`src/mvdi_pkg.sv`:
```
// ----------------------------------------------------------------------------
// mvdi_pkg
// Shared types and constants of the vertex deduplication indexer.
// ----------------------------------------------------------------------------
package mvdi_pkg;

   localparam int MAX_VERTICES_DEF = 4096;
   localparam int COORD_WIDTH_DEF  = 64;
   localparam int FIELD_W          = 64;
   localparam int VIDX_W           = 12;

   typedef struct packed {
      logic [FIELD_W-1:0] coord_x;
      logic [FIELD_W-1:0] coord_y;
      logic [FIELD_W-1:0] coord_z;
      logic               start_mesh;
   } req_type;

   typedef struct packed {
      logic [VIDX_W-1:0] vertex_index;
      logic              is_new;
      logic              table_full;
   } rsp_type;

   // controller to datapath
   typedef struct packed {
      logic load;
      logic rd;
      logic adv;
      logic append;
      logic hit;
      logic full;
   } cmd_type;

   // datapath to controller
   typedef struct packed {
      logic scan_end;
      logic match;
      logic full;
   } sts_type;

endpackage

```
`src/mvdi_ctrl.sv`:
```
// ----------------------------------------------------------------------------
// mvdi_ctrl
// Sequencer: accept a vertex, scan the store, append or answer, hand out.
// ----------------------------------------------------------------------------
module mvdi_ctrl (
   input  logic              clock,
   input  logic              reset,
   input  logic              req_valid,
   output logic              req_stall,
   output logic              rsp_valid,
   input  logic              rsp_stall,
   input  mvdi_pkg::sts_type sts,
   output mvdi_pkg::cmd_type cmd
);
   import mvdi_pkg::*;

   typedef enum logic [1:0] {S_IDLE, S_READ, S_CMP, S_OUT} state_type;

   state_type state_ff, state_in;
   logic      rsp_valid_ff, rsp_valid_in;

   always_comb begin
      state_in     = state_ff;
      rsp_valid_in = rsp_valid_ff;
      cmd          = '0;
      case (state_ff)
         S_IDLE: begin
            if (req_valid) begin
               cmd.load = 1'b1;
               state_in = S_READ;
            end
         end
         S_READ: begin
            if (sts.scan_end) begin
               if (sts.full) begin
                  cmd.full = 1'b1;
               end else begin
                  cmd.append = 1'b1;
               end
               rsp_valid_in = 1'b1;
               state_in     = S_OUT;
            end else begin
               cmd.rd   = 1'b1;
               state_in = S_CMP;
            end
         end
         S_CMP: begin
            if (sts.match) begin
               cmd.hit      = 1'b1;
               rsp_valid_in = 1'b1;
               state_in     = S_OUT;
            end else begin
               cmd.adv  = 1'b1;
               state_in = S_READ;
            end
         end
         S_OUT: begin
            if (!rsp_stall) begin
               rsp_valid_in = 1'b0;
               state_in     = S_IDLE;
            end
         end
         default: begin
            state_in     = S_IDLE;
            rsp_valid_in = 1'b0;
         end
      endcase
   end

   always_ff @(posedge clock) begin
      if (reset) begin
         state_ff     <= S_IDLE;
         rsp_valid_ff <= 1'b0;
      end else begin
         state_ff     <= state_in;
         rsp_valid_ff <= rsp_valid_in;
      end
   end

   // hold the input closed during reset so no word is taken and dropped
   assign req_stall = reset || (state_ff != S_IDLE);
   assign rsp_valid = rsp_valid_ff;

endmodule

```
`config.mk`:
```
export PLATFORM = sky130hd
export DESIGN_NAME = mvdi_ctrl
export DESIGN_NICKNAME = d
export VERILOG_FILES = /design/src/mvdi_pkg.sv /design/src/mvdi_ctrl.sv
export SDC_FILE = /design/constraint.sdc
export NUM_CORES = 1
export LEC_CHECK = 0
export BUFFER_PORTS_ARGS = -buffer_cell sky130_fd_sc_hd__buf_2
export CELL_PAD_IN_SITES_DETAIL_PLACEMENT = 1
export CELL_PAD_IN_SITES_GLOBAL_PLACEMENT = 2
export CORE_AREA = 2 2 39 41
export CTS_CLUSTER_DIAMETER = 80
export DETAILED_ROUTE_END_ITERATION = 7
export DIE_AREA = 0 0 41 43
export PLACE_DENSITY_LB_ADDON = 0.1
export SYNTH_ARGS = -nofsm -noshare
export SYNTH_HDL_FRONTEND = slang
export SYNTH_SLANG_ARGS = --single-unit
```
`constraint.sdc`:
```
create_clock -name clock -period 1.3 [get_ports clock]
set_clock_uncertainty 0.2 [all_clocks]
set_input_delay 0.26 -clock clock [delete_from_list [all_inputs] [get_ports clock]]
set_output_delay 0.26 -clock clock [all_outputs]
set_load 0.01 [all_outputs]
```
==> results of run 1 <==
==> state kept, by name, summed over array words and instances, names as in the netlist <==
| register | cells |
|---|---|
| rsp_valid | 1 |
| state_ff | 2 |
==> final cells by class <==
class,instances,area [µm²],share of cell area
repair buffers,23,141.4,0.3498
well taps,16,20.02,0.04954
clock buffers,4,26.28,0.06502
inverters,2,7.507,0.01858
multi-input cells,19,141.4,0.3498
flip-flops and latches,3,67.56,0.1672
==> through the flow <==
stage / instances / hold slack, ps
4_1_cts: 67 / 96.47
6_report: 67 / 122.3
3_3_place_gp: 59 / 282.3
2_1_floorplan: 26 / 129.1
3_5_place_dp: 59 / 291.2
5_1_grt: 67 / 123.6
==> path summary, 6_finish.rpt <==
check | startpoint | to | depth (start not counted)
worst max-delay path | state_ff[1] | req_stall | 2
worst min-delay path | reset | rsp_valid | 3
worst max register to register | state_ff[1] | rsp_valid | 4
worst min register to register | rsp_valid | rsp_valid | 2
==> repair_timing <==
action | CTS | global route
buffers inserted | 4 | 0
pin swaps | 1 | 1
endpoints found under the setup margin | 7 | 8
gates resized for setup | 6 | 3
==> layer usage <==
layer | GRT usage | vias to the layer above
li1 | - | 137
met1 | 0.1242 | 121
met2 | 0.1188 | 7
met3 | 0.01571 | 0
met4 | 0.1000 | 0
met5 | 0 | -
==> worst max-delay path, stage by stage, from the launching register on <==
cell and delay [ps]:
dfxtp_4 360, or3_1 340, buf_2 140
==> synthesized netlist by cell type (2+ instances only) <==
library cell	number	area, µm²
dfxtp_1	3	60.06
inv_1	2	7.510
nand2_1	3	11.26
nor2_1	2	7.510
nor3b_1	3	22.52
or2_1	2	12.51
==> report_power, final <==
| group | switching (W) | total [W] | internal [W] |
|---|---|---|---|
| combinational | 0.0000578 | 0.000135 | 0.0000768 |
| sequential | 0.0000146 | 0.000119 | 0.000104 |
| clock | 0.0000530 | 0.000168 | 0.000115 |
| total | 0.000125 | 0.000422 | 0.000296 |
==> layout by cell type, fill, tap and decap left out, types with 2 or more instances in the layout <==
cell / count
clkbuf_4: 3
nor3b_2: 2
nand2_1: 2
inv_1: 2
buf_2: 14
dfxtp_4: 2
or2_1: 2
buf_4: 8
nor2_1: 2
==> cells by family after synthesis <==
group / share of synthesized area
AOI/OAI and AO/OA: 0.1646
DFF: 0.3038
and+or+nand+nor: 0.4114
buffers and inverters: 0.1202
==> impl_metrics.ini, run 1 <==
[timing]
min_period_ps = 1540
max-slew-margin-rel = 0.8834
finalSetupTns_ps = -1310
setup_violations = 7
drv_slew = 0
rsz0062_at_grt = yes
max_freq_mhz = 649.2
hold_violations = 0
setup_ws_ps = -240.3
worstMarginPinSlew_ps = 173.6
fin_crit_sh = 1.185

[synth]
synth_cell_types = 17
synth_area_per_cell_um2 = 7.603
synth_seq_cells = 3
syn-cell-area_um2 = 197.7
yosysSeqAreaShare = 0.3038
synth_flop_cell = dfxtp_1
synth-edff-count = 0
yosysWarnings = 0
syn_inst = 26
synthesis.nets = 33
async_flop_share = 0

[layout]
nNetsFinal = 59
fillers = 178
final_area_um2 = 404.1
area_growth_syn_to_layout_pct = 104.4
n_antenna_cell = 0
drive_above_1_share = 0.6667
utilization = 0.2920

[route]
wl_um = 669
antenna_left = 0
dr_wl_met2_um = 357
num_vias = 265
routed_via_density = 3.955
drt-met1-wl_um = 270
drtPass1Iterations = 1
topRoutingLayerUsed = met3
wl_met3_um = 41
drc = 0
first_iter_violations = 0
routedWlPerCell_um = 9.985

[clock_tree]
cts.htree.levels = 1
cts_root_buf = clkbuf_4
numCtsBuffers = 3
cts.sink_count = 3
clk_latency_ps = 230
cts_tree = done
clk_pin_slew_ps = 40
cts_buffer_depth = 2
hold_buffers = 0

[critical_path]
endpoint_kind = output port
crit_type = flip-flop to output port
crit_path_start_kind = flip-flop
cp.arrival_ps = 1080
r2r_setup_slack_ps = 70
crit_required_ps = 840
cp_max_fo = 8

[power]
power_density_nw_per_um2 = 1043
p_leak_nw = 0.2022
irDropWorstVdd_uv = 290.8
total_power_w = 0.0004216

[global_route]
grt_max_degree = 9
grt_pass1_vias = 257
grt_usage = 0.09510
antenna_found_initial = 0
gr-total-overflow = 0
grt_pass1_wl_mm = 1.083

[die]
die_y_um = 43
row_count = 14
core_um2 = 1384
io_pins = 15
initial_utilization = 0.1429
die-area_um2 = 1763
fp.dieW_um = 41

[worst_hold_path]
hold_path_class = input port to flip-flop

[place]
io_buffers = 14
placedInstanceArea_um2 = 309.0
place.gp.congestion = 0.6680
post-place-ws_ps = -93.19
hpwlAfterDp_um = 475.7

[run_status]
violations = negative setup slack
outcome = finished with violations

[flow_run]
cap_violations = 0
Note: power is estimated with default switching activity, not from simulation.
==> inputs of run 2 (changes only) <==
--- a/config.mk
+++ b/config.mk
@@ -14,3 +14,3 @@
 export DIE_AREA = 0 0 41 43
-export PLACE_DENSITY_LB_ADDON = 0.1
+export PLACE_DENSITY_LB_ADDON = 0.08
 export SYNTH_ARGS = -nofsm -noshare
--- a/constraint.sdc
+++ b/constraint.sdc
@@ -4,2 +4,2 @@
 set_output_delay 0.26 -clock clock [all_outputs]
-set_load 0.01 [all_outputs]
+set_load 0.005 [all_outputs]
==> run 2 against run 1 <==
  * Critical endpoint unchanged
  * Cell count decreased by 3.0%
  * Combinational power decreased by 23%
  * The run still ends with negative setup slack left
  * Wire length increased by 0.15%
  * Setup slack improved by 24 ps
==> impl_metrics.ini, run 2 (synthesis gave the netlist of run 1 again) <==
[timing]
fin_hold_ws_ps = 95.08
drv_slew = 0
hold_violations = 0
min_period_ps = 1516
setup_violations = 7
setup_ws_ps = -216.0
rsz0062_at_grt = yes
fin_crit_sh = 1.166
max_freq_mhz = 659.7
max-slew-margin-rel = 0.8750
worstMarginPinSlew_ps = 186.1

[place]
io_buffers = 14
placedInstanceArea_um2 = 316.6
place_inst = 60
hpwlAfterDp_um = 520
place.gp.congestion = 0.7435

[critical_path]
cp_max_fo = 7
crit_start = state_ff[1]
crit_type = flip-flop to output port
crit_required_ps = 840
crit_path_start_kind = flip-flop
endpoint_kind = output port
cp.arrival_ps = 1060
rr_worst_depth = 4
regToRegStartpoint = state_ff[0]

[layout]
instances_no_fill = 65
largest-register = state_ff
n_antenna_cell = 0
nNetsFinal = 57
final_cell_mix = buf_2, buf_4, nand2_1, clkbuf_4
area_growth_syn_to_layout_pct = 87.97
layout_commonest_cell = buf_2
largest_reg_flops = 2
fillers = 183
final_area_um2 = 371.6
drive_above_1_share = 0.6122

[global_route]
grt_max_degree = 8
grt_pass1_vias = 273
antenna_found_initial = 0
grt_usage = 0.1012
grt_pass1_wl_mm = 1.090
gr-total-overflow = 0

[clock_tree]
hold_buffers = 0
cts.htree.levels = 1
cts_buffer_depth = 2
clk_pin_slew_ps = 40
cts_root_buf = clkbuf_4
cts.sink_count = 3
clk_latency_ps = 230
cts_tree = done
numCtsBuffers = 3

[die]
row_count = 14
fp.dieW_um = 41
io_pins = 15
die-area_um2 = 1763
initial_utilization = 0.1429
core_um2 = 1384
die_y_um = 43

[run_status]
violations = negative setup slack
outcome = finished with violations

[worst_hold_path]
min_from = reset
hold_path_class = input port to flip-flop
hold_path_depth = 3

[route]
drtPass1Iterations = 2
antenna_left = 0
num_vias = 279
drc = 0
routed_via_density = 4.292
routedWlPerCell_um = 10.31
first_iter_violations = 3
wl_um = 670

[power]
power_density_nw_per_um2 = 1037
p_leak_nw = 0.1902
total_power_w = 0.0003853
irDropWorstVdd_uv = 242.6

[flow_run]
cap_violations = 0
run 2: cell count changes in the layout (fill, tap and decap cells not counted):
cell / previous run / this run
nand2_2: 1 / 0
a31oi_4: 1 / 0
nand2_1: 2 / 3
buf_4: 8 / 6
a31oi_1: 0 / 1
run 2: routing by layer:
layer,vias up,track usage,part of all wire
li1,134,-,-
met2,10,0.1281,0.52
met3,2,0.01571,0.066
met4,0,0.1400,0.040
met1,133,0.1150,0.37
met5,-,0,0
run 2: per-stage QoR:
step / setup slack (ps) / TNS (ps) / util
global route: -259.3 / -1566 / 0.2685
finish: -216.0 / -1092 / 0.2685
detailed placement: -21.00 / -43.09 / 0.2288
global placement: -31.44 / -31.44 / 0.2288
floorplan: 43.74 / 0 / -
CTS: -220.9 / -1244 / 0.2685
run 2: path summary, 6_finish.rpt:
path | endpoint | slack (ps)
max | req_stall | -220
max reg2reg | rsp_valid | 70
min | state_ff[1] | 100
min reg2reg | rsp_valid | 300
run 2: where the power goes:
| part | internal (W) | leakage (nW) | total, W | switching (W) |
|---|---|---|---|---|
| Sequential | 0.000104 | 0.0261 | 0.000120 | 0.0000157 |
| Combinational | 0.0000624 | 0.149 | 0.000104 | 0.0000414 |
| Clock | 0.000115 | 0.0150 | 0.000162 | 0.0000468 |
run 2: cell type report:
type                    instances  area [µm²]  share of cell area
repair buffers                 21       126.4              0.3401
clock buffers                   4       26.28             0.07071
flip-flops and latches          3       67.56              0.1818
inverters                       2       7.507             0.02020
multi-input cells              19       123.9              0.3333
well taps                      16       20.02             0.05387
run 2: worst max-delay path, cell delays in order, from the launching register on:
cell and delay, ps:
dfxtp_4 360, or3_1 340, buf_2 130
run 2: what timing repair did:
item	4_1_cts	5_1_grt
hold endpoints to repair	0	0
pin swaps	2	1
setup buffers	2	0
setup endpoints to repair	7	8
resized for setup	5	2
